### src/rtl/core/sha1_pkg.sv
// Shared types and constants for the SHA-1 hash engine.
// Used by sha1_compress and sha1_hash_engine; depends on nothing else.

package sha1_pkg;

  // Initial chaining value, word 0 in the lowest slot.
  localparam logic [4:0][31:0] H_INIT = {
    32'hC3D2E1F0, 32'h10325476, 32'h98BADCFE, 32'hEFCDAB89, 32'h67452301
  };

  localparam logic [31:0] K_00_19 = 32'h5A827999;
  localparam logic [31:0] K_20_39 = 32'h6ED9EBA1;
  localparam logic [31:0] K_40_59 = 32'h8F1BBCDC;
  localparam logic [31:0] K_60_79 = 32'hCA62C1D6;

  localparam logic [6:0] ROUND_LAST  = 7'd79;
  localparam logic [5:0] LEN_POS     = 6'd56;
  localparam logic [5:0] BLOCK_LAST  = 6'd63;
  localparam logic [7:0] PAD_MARK    = 8'h80;
  localparam logic [2:0] DIGEST_LAST = 3'd4;

  typedef enum logic [1:0] {
    ST_IDLE,
    ST_COMP,
    ST_PAD,
    ST_OUT
  } top_state_e;

  typedef enum logic [1:0] {
    CORE_IDLE,
    CORE_ROUND,
    CORE_FINAL
  } core_state_e;

  typedef struct packed {
    logic       load;
    logic [7:0] data;
    logic       start;
    logic       init;
  } core_ctrl_t;

  typedef struct packed {
    logic busy;
  } core_stat_t;

endpackage

### src/rtl/core/sha1_hash_engine.sv
// SHA-1 hash engine top level: input sequencer, padding and digest output.
// Depends on sha1_pkg and instantiates sha1_compress.
//
// Usage: the slave stream carries one message byte per transaction in
// tdata, tuser says whether the byte is present and tlast ends the message.
// A byte that neither completes a 64-byte block nor carries tlast is taken
// with the block staying ready. The 64th byte of a block starts the
// compression: 80 rounds at one round per cycle on the shared round adder,
// then a chaining add and a hand-back state, with tready low throughout.
// On tlast the block pads the message one byte per cycle while no
// compression runs (9 to 72 bytes, with one or two compressions), then
// presents the digest on the master stream as five 32-bit words, H0 first;
// tuser carries the word index and tlast marks the fifth word. Output
// words come from a register and hold while tready is low; no input is
// taken until the fifth word is taken, at which point the chaining value
// and byte count reinitialize. Reset returns the chaining value to the
// standard initial constants, clears the byte count and leaves the block
// ready with no output pending.

module sha1_hash_engine import sha1_pkg::*; (
  input  logic        clk_i,
  input  logic        rst_ni,
  input  logic        s_axis_tvalid_i,
  output logic        s_axis_tready_o,
  input  logic [7:0]  s_axis_tdata_i,   // [7:0] msg_byte
  input  logic        s_axis_tuser_i,   // [0] byte_present
  input  logic        s_axis_tlast_i,
  output logic        m_axis_tvalid_o,
  input  logic        m_axis_tready_i,
  output logic [31:0] m_axis_tdata_o,   // [31:0] digest_word
  output logic [2:0]  m_axis_tuser_o,   // [2:0] word_index
  output logic        m_axis_tlast_o
);

  top_state_e  state_q, state_d;
  top_state_e  after_q, after_d;
  logic [60:0] count_q, count_d;
  logic [63:0] len_q, len_d;
  logic        first_q, first_d;
  logic        lp_q, lp_d;

  logic        out_valid_q;
  logic [31:0] out_data_q;
  logic [2:0]  out_idx_q;
  logic        out_last_q;

  core_ctrl_t  core_ctrl;
  core_stat_t  core_stat;
  logic [2:0]  word_sel;
  logic [31:0] core_word;

  logic [5:0]  pos;
  logic        in_acc;
  logic        out_acc;
  logic        block_full;
  logic        pad_done;
  logic        is_len;
  logic        load_first;

  assign pos     = count_q[5:0];
  assign in_acc  = s_axis_tvalid_i && s_axis_tready_o;
  assign out_acc = m_axis_tvalid_o && m_axis_tready_i;

  assign s_axis_tready_o = (state_q == ST_IDLE);
  assign m_axis_tvalid_o = out_valid_q;
  assign m_axis_tdata_o  = out_data_q;
  assign m_axis_tuser_o  = out_idx_q;
  assign m_axis_tlast_o  = out_last_q;

  sha1_compress u_compress (
    .clk_i      (clk_i),
    .rst_ni     (rst_ni),
    .ctrl_i     (core_ctrl),
    .word_sel_i (word_sel),
    .stat_o     (core_stat),
    .word_o     (core_word)
  );

  // Next state.
  always_comb begin
    state_d = state_q;
    after_d = after_q;
    case (state_q)
      ST_IDLE: begin
        if (in_acc) begin
          if (block_full) begin
            state_d = ST_COMP;
            after_d = s_axis_tlast_i ? ST_PAD : ST_IDLE;
          end else if (s_axis_tlast_i) begin
            state_d = ST_PAD;
          end
        end
      end
      ST_PAD: begin
        if (block_full) begin
          state_d = ST_COMP;
          after_d = pad_done ? ST_OUT : ST_PAD;
        end
      end
      ST_COMP: begin
        if (!core_stat.busy) state_d = after_q;
      end
      ST_OUT: begin
        if (out_acc && out_last_q) state_d = ST_IDLE;
      end
      default: state_d = ST_IDLE;
    endcase
  end

  // Sequencer outputs: byte feed, padding, length bookkeeping and the restart after the digest.
  always_comb begin
    core_ctrl  = '0;
    count_d    = count_q;
    len_d      = len_q;
    first_d    = first_q;
    lp_d       = lp_q;
    block_full = 1'b0;
    pad_done   = 1'b0;
    is_len     = 1'b0;
    case (state_q)
      ST_IDLE: begin
        if (in_acc && s_axis_tuser_i) begin
          core_ctrl.load = 1'b1;
          core_ctrl.data = s_axis_tdata_i;
          count_d        = 61'(count_q + 61'd1);
          block_full     = (pos == BLOCK_LAST);
        end
        if (in_acc && s_axis_tlast_i) begin
          len_d   = {count_d, 3'b000};
          first_d = 1'b1;
          lp_d    = 1'b0;
        end
      end
      ST_PAD: begin
        // Zeros run until byte 56 of a block, then the eight length bytes follow.
        is_len         = !first_q && (lp_q || pos == LEN_POS);
        core_ctrl.load = 1'b1;
        if (first_q) begin
          core_ctrl.data = PAD_MARK;
        end else if (is_len) begin
          core_ctrl.data = len_q[63:56];
        end else begin
          core_ctrl.data = 8'h00;
        end
        count_d    = 61'(count_q + 61'd1);
        first_d    = 1'b0;
        if (is_len) begin
          lp_d  = 1'b1;
          len_d = {len_q[55:0], 8'h00};
        end
        block_full = (pos == BLOCK_LAST);
        pad_done   = is_len && (pos == BLOCK_LAST);
      end
      ST_COMP: begin
      end
      ST_OUT: begin
        if (out_acc && out_last_q) begin
          core_ctrl.init = 1'b1;
          count_d        = '0;
        end
      end
      default: begin
      end
    endcase
    core_ctrl.start = block_full;
  end

  assign load_first = (state_q == ST_COMP) && !core_stat.busy && (after_q == ST_OUT);
  assign word_sel   = load_first ? 3'd0 : 3'(out_idx_q + 3'd1);

  always_ff @(posedge clk_i or negedge rst_ni) begin
    if (!rst_ni) begin
      state_q     <= ST_IDLE;
      after_q     <= ST_IDLE;
      count_q     <= '0;
      first_q     <= 1'b0;
      lp_q        <= 1'b0;
      out_valid_q <= 1'b0;
      out_idx_q   <= '0;
      out_last_q  <= 1'b0;
    end else begin
      state_q <= state_d;
      after_q <= after_d;
      count_q <= count_d;
      first_q <= first_d;
      lp_q    <= lp_d;
      if (load_first) begin
        out_valid_q <= 1'b1;
        out_idx_q   <= '0;
        out_last_q  <= 1'b0;
      end else if (out_acc) begin
        if (out_last_q) begin
          out_valid_q <= 1'b0;
        end else begin
          out_idx_q  <= word_sel;
          out_last_q <= (word_sel == DIGEST_LAST);
        end
      end
    end
  end

  always_ff @(posedge clk_i) begin
    len_q <= len_d;
    if (load_first || (out_acc && !out_last_q)) begin
      out_data_q <= core_word;
    end
  end

`ifndef SYNTHESIS
  // Input is only taken while the round unit is quiet.
  assert property (@(posedge clk_i) disable iff (!rst_ni)
    s_axis_tready_o |-> !core_stat.busy)
    else $error("input accepted while compression is running");

  assert property (@(posedge clk_i) disable iff (!rst_ni)
    !(s_axis_tready_o && m_axis_tvalid_o))
    else $error("input ready while a digest is still being delivered");

  assert property (@(posedge clk_i) disable iff (!rst_ni)
    m_axis_tvalid_o |-> (m_axis_tlast_o == (m_axis_tuser_o == DIGEST_LAST)))
    else $error("last digest word flag does not match the word index");

  // Every padding cycle feeds exactly one byte into the block.
  assert property (@(posedge clk_i) disable iff (!rst_ni)
    (state_q == ST_PAD) |=> (count_q == 61'($past(count_q) + 61'd1)))
    else $error("padding cycle did not advance the byte count");
`endif

endmodule

### src/rtl/core/sha1_compress.sv
// SHA-1 block buffer, message schedule and round unit, one round per cycle.
// Depends on sha1_pkg for constants and the control/status structs.

module sha1_compress import sha1_pkg::*; (
  input  logic       clk_i,
  input  logic       rst_ni,
  input  core_ctrl_t ctrl_i,
  input  logic [2:0] word_sel_i,
  output core_stat_t stat_o,
  output logic [31:0] word_o
);

  core_state_e state_q, state_d;
  logic [6:0]  rnd_q, rnd_d;
  logic [31:0] win_q [16];
  logic [31:0] regs_q [5];
  logic [31:0] chain_q [5];

  logic [31:0] w_cur;
  logic [31:0] f_val;
  logic [31:0] k_val;
  logic [31:0] tmp;
  logic [31:0] sched_x;

  always_comb begin
    state_d = state_q;
    case (state_q)
      CORE_IDLE:  if (ctrl_i.start) state_d = CORE_ROUND;
      CORE_ROUND: if (rnd_q == ROUND_LAST) state_d = CORE_FINAL;
      CORE_FINAL: state_d = CORE_IDLE;
      default:    state_d = CORE_IDLE;
    endcase
  end

  always_comb begin
    rnd_d = rnd_q;
    if (state_q == CORE_IDLE) begin
      rnd_d = '0;
    end else if (state_q == CORE_ROUND) begin
      rnd_d = 7'(rnd_q + 7'd1);
    end
  end

  assign stat_o.busy = (state_q != CORE_IDLE);

  // The window keeps W[t-16] in slot 0; the first 16 rounds recirculate it.
  always_comb begin
    sched_x = win_q[13] ^ win_q[8] ^ win_q[2] ^ win_q[0];
    w_cur   = (rnd_q < 7'd16) ? win_q[0] : {sched_x[30:0], sched_x[31]};
  end

  always_comb begin
    if (rnd_q < 7'd20) begin
      f_val = regs_q[3] ^ (regs_q[1] & (regs_q[2] ^ regs_q[3]));
      k_val = K_00_19;
    end else if (rnd_q < 7'd40) begin
      f_val = regs_q[1] ^ regs_q[2] ^ regs_q[3];
      k_val = K_20_39;
    end else if (rnd_q < 7'd60) begin
      f_val = (regs_q[1] & regs_q[2]) | (regs_q[3] & (regs_q[1] | regs_q[2]));
      k_val = K_40_59;
    end else begin
      f_val = regs_q[1] ^ regs_q[2] ^ regs_q[3];
      k_val = K_60_79;
    end
    tmp = {regs_q[0][26:0], regs_q[0][31:27]} + f_val + regs_q[4] + k_val + w_cur;
  end

  always_comb begin
    case (word_sel_i)
      3'd0:    word_o = chain_q[0];
      3'd1:    word_o = chain_q[1];
      3'd2:    word_o = chain_q[2];
      3'd3:    word_o = chain_q[3];
      3'd4:    word_o = chain_q[4];
      default: word_o = chain_q[4];
    endcase
  end

  always_ff @(posedge clk_i or negedge rst_ni) begin
    if (!rst_ni) begin
      state_q <= CORE_IDLE;
      rnd_q   <= '0;
    end else begin
      state_q <= state_d;
      rnd_q   <= rnd_d;
    end
  end

  // Incoming bytes shift through the window, so it doubles as the block buffer.
  always_ff @(posedge clk_i) begin
    if (ctrl_i.load) begin
      for (int i = 0; i < 15; i++) begin
        win_q[i] <= {win_q[i][23:0], win_q[i+1][31:24]};
      end
      win_q[15] <= {win_q[15][23:0], ctrl_i.data};
    end else if (state_q == CORE_ROUND) begin
      for (int i = 0; i < 15; i++) begin
        win_q[i] <= win_q[i+1];
      end
      win_q[15] <= w_cur;
    end
  end

  always_ff @(posedge clk_i or negedge rst_ni) begin
    if (!rst_ni) begin
      for (int i = 0; i < 5; i++) begin
        chain_q[i] <= H_INIT[i];
        regs_q[i]  <= '0;
      end
    end else begin
      if (ctrl_i.init) begin
        for (int i = 0; i < 5; i++) chain_q[i] <= H_INIT[i];
      end else if (state_q == CORE_FINAL) begin
        for (int i = 0; i < 5; i++) chain_q[i] <= chain_q[i] + regs_q[i];
      end
      if (ctrl_i.start && state_q == CORE_IDLE) begin
        for (int i = 0; i < 5; i++) regs_q[i] <= chain_q[i];
      end else if (state_q == CORE_ROUND) begin
        regs_q[4] <= regs_q[3];
        regs_q[3] <= regs_q[2];
        regs_q[2] <= {regs_q[1][1:0], regs_q[1][31:2]};
        regs_q[1] <= regs_q[0];
        regs_q[0] <= tmp;
      end
    end
  end

endmodule

### config.mk
export PLATFORM = sky130hd
export DESIGN_NAME = sha1_hash_engine
export DESIGN_NICKNAME = d
export VERILOG_FILES = /design/src/rtl/core/sha1_pkg.sv /design/src/rtl/core/sha1_hash_engine.sv /design/src/rtl/core/sha1_compress.sv
export SDC_FILE = /design/constraint.sdc
export NUM_CORES = 2
export LEC_CHECK = 0
export ABC_AREA = 1
export BUFFER_PORTS_ARGS = -buffer_cell sky130_fd_sc_hd__buf_2
export CAP_MARGIN = 5
export CORE_MARGIN = 2
export CORE_UTILIZATION = 42
export CTS_CLUSTER_SIZE = 40
export DETAILED_ROUTE_END_ITERATION = 7
export PLACE_DENSITY = 0.65
export SYNTH_ARGS = -nofsm -noshare
export SYNTH_HDL_FRONTEND = slang
export SYNTH_SLANG_ARGS = --single-unit
### constraint.sdc
create_clock -name clk_i -period 14.5 [get_ports clk_i]
set_input_delay 2.175 -clock clk_i [delete_from_list [all_inputs] [get_ports clk_i]]
set_output_delay 2.175 -clock clk_i [all_outputs]
set_load 0.05 [all_outputs]
# Yosys cells after proc, flatten, opt, wreduce, memory -nomap -nowiden

Memories as Yosys holds them, arrays and structs flattened.
Index checks and enable logic that the tools add are counted.

Flip-flop bits (word level): 497
Bits in latches: 0
Bits in writable memories: 512
Memory bits (read-only): 0
Input port bits: 14
Output and inout port bits: 38
Word-level logic and storage cells: 206
Memories kept: 1

Memory list:

| name             | words | width | rd ports | clocked after Yosys merged registers in | write ports | RTL line            | source |
|---|---|---|---|---|---|---|---|
| u_compress.win_q | 16    | 32    | 16       | 0                                       | 16          | sha1_compress.sv:15 | `logic [31:0] win_q [16];` |

Add/subtract/negate cells: 12
$mul: 0
Div/mod/pow operators: 0
Order comparisons: 4
Equal/unequal tests: 24
Shifts and indexed selects: 0
Multiplexer cells: 80
Bitwise operators: 28
Reductions and logical operators: 35

Operator list:

| operator                | number |
|---|---|
| $mux W32                | 22 |
| $mux W160               | 4 |
| $add A32 B32 Y32        | 9 |
| $xor A32 B32 Y32        | 7 |
| $pmux W61 S3            | 1 |
| $mux W64                | 2 |
| $pmux W32 S4            | 1 |
| $pmux W64 S2            | 1 |
| $mux W61                | 2 |
| $and A32 B32 Y32        | 3 |
| $or A32 B32 Y32         | 2 |
| $add A61 B1 Y61 const B | 1 |
| $mux W31                | 1 |
| $mux W2                 | 11 |
| $mux W1                 | 19 |
| $pmux W9 S2             | 1 |
| $mux W8                 | 2 |
| $or A1 B1 Y1            | 16 |
| $lt A7 B5 Y1 const B    | 2 |
| $lt A7 B6 Y1 const B    | 2 |
| $mux W7                 | 2 |
| $reduce_bool A2 Y1      | 7 |
| $eq A6 B6 Y1 const B    | 2 |
| $mux W3                 | 4 |
| other kinds (25)        | 59 |

# Longest topological paths before layout

Word-level depth: 12
Depth in mapped cells: 26
Gate-level depth less buffers: 25

# Modules after synthesis

From an unflattened synthesis, not the netlist that was laid out.

Cell total of the unflattened synthesis: 6,976
Area, all modules: 61,839.3 um^2

Modules (own cells, without submodules):

| module           | instances | cells each | area each (um^2) | sequential area each (um^2) |
|---|---|---|---|---|
| sha1_compress    | 1         | 5,637      | 52,022.4         | 23,707.7 |
| sha1_hash_engine | 1         | 1,339      | 9,816.9          | 4,594.4 |

# Worst setup path before layout

Ideal clock, no wire load.

Path type: in2reg
From: in s_axis_tvalid_i
To: mem u_compress.win_q[0][0], enable pin
Setup time: 3.631 ns
Data arrival time: 11.338 ns
Data required time: 10.869 ns
Setup slack: -0.470 ns
Stages: 6
Buffers on the path: 2
Cell sequence: nand3_2 -> nand2_2 -> inv_2 -> buf_1 -> clkbuf_1 -> nand2_1

RTL lines:

| what               | RTL line               | source |
|---|---|---|
| start: declaration | sha1_hash_engine.sv:23 | `input logic s_axis_tvalid_i,` |
| end: declaration   | sha1_compress.sv:15    |  |

# Worst setup path after layout

From: reg u_compress.rnd_q[6]
To: reg u_compress.regs_q[159] (netlist name)

Longest elaborated chain between the ends: 10
Elaborated cells on any way between the ends: 17

Ends and longest elaborated chain:

| what                           | RTL line             | source |
|---|---|---|
| start: declaration             | sha1_compress.sv:14  | `logic [6:0] rnd_q, rnd_d;` |
| start signal: assignment       | sha1_compress.sv:86  | `rnd_q <= rnd_d;` |
| $lt A7 B6 Y1                   | sha1_compress.sv:59  | `end else if (rnd_q < 7'd60) begin` |
| $mux W32                       | sha1_compress.sv:59  |  |
| $mux W32                       | sha1_compress.sv:56  | `end else if (rnd_q < 7'd40) begin` |
| $mux W32                       | sha1_compress.sv:53  | `if (rnd_q < 7'd20) begin` |
| $add A32 B32 Y32 (3 in series) | sha1_compress.sv:66  | `tmp = {regs_q[0][26:0], regs_q[0][31:27]} + f_val + regs_q[4] + k_val + w_cur;` |
| $add A32 B32 Y32 *             | sha1_compress.sv:66  |  |
| $mux W160 *                    | sha1_compress.sv:119 | `end else if (state_q == CORE_ROUND) begin` |
| $mux W160 *                    | sha1_compress.sv:117 | `if (ctrl_i.start && state_q == CORE_IDLE) begin` |
| end: declaration               | sha1_compress.sv:16  | `logic [31:0] regs_q [5];` |

Mark *: on every way between the ends. The rest lies on a longest branch, timed or not. The select of a mux whose other input is x is not followed.
A chain may end at the register's enable or synchronous reset.

==> results.md <==
- Core area: 0.145 mm²
- Seq cells post-synth: 1006
- Hold_ws: ~0.50 ns
- Starting Density: between 40% and 50%
- Final HPWL DP: about 150 mm
- Synth Instances: a little under 7000
- Ys Warns: 0
- Worst-path fanout max: 28
- Area contributors post-synth: edfxtp_1 30%, dfrtp_1 13%, nand2_1 10%, mux2_2 5.8%, inv_1 4.9%
- Worst-Skew Late Latency: 0.78 ns
- Setup TNS: 0 ns
- Cell Area, Synth: 0.0615 mm²
- First-pass DRT Iterations: 6
- Post-synth EDFFs: 605
- Post-synth top area cell: edfxtp_1
- Max_cap viols: 0
- Hold Path Origin: u_compress.win_q[1][217]
- Ys async rst share: 39.9%
- DRT iter0 DRCs: 5962
- CTS tree: done
- Min Tclk post-route: 6.47 ns
- Clock sink total: 1006
- Clock transition at path regs: 0.07 ns
- Top cell type's share of synthesized area: 29.6%
- DR DRC count: 0
- Clk buf depth: 3
- Final Max Tran Viols: 0
- GR Layer Usage met1: between 30% and 40%
- CP peak stage delay: roughly 0.94 ns
- WP data required: 15.11 ns
- Routed vias/inst: 5.75
- Synth Area in Adders: 8.03%
- First-pass GRT wire length: 305 mm
- Die ar.: 0.149 mm²
- Post-Route WL: 205 mm
- RSZ-0062 raised after global routing: false
- Syn Area/Cell: 8.89 µm²
- Part of the cycle the worst path needs: 44.6%
- RR Startpoint: u_compress.rnd_q[6]
- Setup CP Type: register to register
- Family with the most delay on the worst path: compound AO/OA/AOI/OAI gates
- IO buf count: 51
- Setup bufs post-CTS: 0
- Most frequent cell after synthesis: nand2_1
- GRT busiest layer: met2
- Setup Skew: roughly 0.062 ns
- Die Ht: 387 µm
- Simple-gate share of the synthesized area: 18.3%
- Ys flop type: edfxtp_1
- Syn_nets: between 7000 and 8000
- CTS HTree Levels: 3
- Detail Route Antenna Nets: 0
- Worst setup path startpoint: u_compress.rnd_q[6]
- Post-synthesis mux area share: a little under 6%
- Setup ws final: between 8 and 9 ns
- PostCTS Resize Cnt: 0
- M3 GR Usage: under 10%
- Vias in the first global route: 48550
- CP Cell Sequence: inv_1 > nand2_1 > inv_1 > nand2_1 > clkinv_1 > o21ai_0 > fa_1 > fa_1 > inv_1 > fa_1 > fa_1 > o21ai_0 > a21boi_0 > o21ai_0 > nand2_1 > nand3_1 > nand3_1 > nand3_1 > nand2_1
- Met2 GRT Util: 40.8%
- Initial antenna violation count: 3
- Pin count of the biggest net entering global routing: 200
- Total GRT Usage: 26.8%
- Buf+Inv Stages, Crit Path: 4
- Setup Viol. Count Final: 0
- Post-CTS Hold Buffers: 0
- Root buf cell: clkbuf_16
- CP Launch Type: register
- Rel. slew slack: 21.4%
- TritonCTS Buffers: 112
- Nets: 7216
- Cell row count: 140
- Hold crit path type: register to register
- Total grt overflow: 0
- Most frequent cells after synthesis: 1669 x nand2_1, 806 x inv_1, 605 x edfxtp_1, 510 x nor2_1, 486 x o21ai_0
- Setup Slack @ Placement: roughly 7.6 ns
- WL/cell: 23.0 µm
- Critical Path End Type: register
- Area grow syn2layout: 9.61%
- Final hold viol count: 0
- Vias: 51206
- Layout cell share with drive strength beyond 1: between 10 and 15%
- Critical-path top delay cell: o21ai_0
- Global placer's final weighted congestion: 1.02
- I/O pins: 52
- Compound-gate portion of the synthesized area: 12.5%
- Combinational family with the most area after synthesis: simple AND/OR/NAND/NOR gates
- Status: complete, no violations
- Register area share after synthesis: 46.1%
- Fmax: 0.155 GHz
- Die X: 387 µm
- Xor-xnor portion of the synthesized cell area: 2.52%
- Slew @ Worst Pin: 1.17 ns
- WP data arrival: approximately 7.1 ns
- Cell variety after synth: 51
per-stage QoR:
stage / utilization [%] / std cells / area, µm²
finish: 46.3 / 8902 / 67400
global route: 46.3 / 8896 / 67300
CTS: 46.3 / 8896 / 67300
detailed placement: 43.7 / 8685 / 63500
global placement: 43.7 / 8685 / 63500
floorplan: - / 6913 / 61500
placed cells by master, fill, tap and decap left out, types with 30 or more instances in the layout:
master     instances
o21ai_0          485
edfxtp_1         605
xor2_1            64
a21o_1            30
inv_1            805
ha_1             196
nor3_1            72
clkbuf_16        113
mux2_2           318
o211ai_1          80
nand3_1          353
o22ai_1           63
dfstp_2           80
o2111ai_1         33
xnor2_1          113
nand2_1         1666
o21bai_1          36
a21oi_1          311
fa_1             124
o221ai_1         101
a31oi_1           43
buf_4             42
buf_2             50
nor2_1           509
dfrtp_1          321
a22oi_1           39
nand4_1           81
metal layers:
layer | part of all wire [%] | up-vias
met2 | 44 | 2372
met4 | 5.3 | 4
met5 | 0.031 | -
li1 | - | 23516
met3 | 9.6 | 500
met1 | 41 | 24814
flip-flops by register name, summed over array words and instances, names as in the netlist, 2 cells and up:
name and flops:
len_q 61, u_compress.win_q 512, count_q 61, u_compress.state_q 2
u_compress.chain_q 160, after_q 2, state_q 2, m_axis_tdata_o 32
m_axis_tuser_o 3, u_compress.regs_q 160, u_compress.rnd_q 7
tightest hold or removal path, stage by stage (launching register included):
cell and delay (ns):
edfxtp_1 0.34, nand2_1 0.05, nand2_1 0.05
cell type report:
| type | count | area, µm² |
|---|---|---|
| sequential | 1006 | 28300 |
| fill | 13818 | 78000 |
| timing repair buffer | 95 | 621 |
| clock buffer | 148 | 3060 |
| inverter | 820 | 3090 |
| clock inverter | 63 | 771 |
| antenna | 6 | 15.0 |
| tap | 1917 | 2400 |
| multi-input combinational | 4847 | 29100 |
worst paths after layout:
| path | depth (start not counted) | end | slack [ns] |
|---|---|---|---|
| max | 19 | u_compress.regs_q[159] | 8.03 |
| min | 2 | u_compress.win_q[1][161] | 0.50 |
| max reg2reg | 19 | u_compress.regs_q[159] | 8.03 |
| min reg2reg | 2 | u_compress.win_q[1][161] | 0.50 |
| max in group asynchronous | 3 | count_q[45] | 10.72 |
| min in group asynchronous | 1 | u_compress.chain_q[151] | 1.48 |
cell families (layout without fill, tap and decap cells):
group,Yosys count,count (layout)
simple gates,2749,2749
other cells,0,6
flops,1006,1006
buf+inv,1060,1126
mux,319,319
xor+xnor,177,177
compound gates,1282,1282
fa+ha+maj,320,320
Power is left out: the tool's default activity adds up to more than one toggle a clock period on the data nets, which glitch-free logic cannot reach.
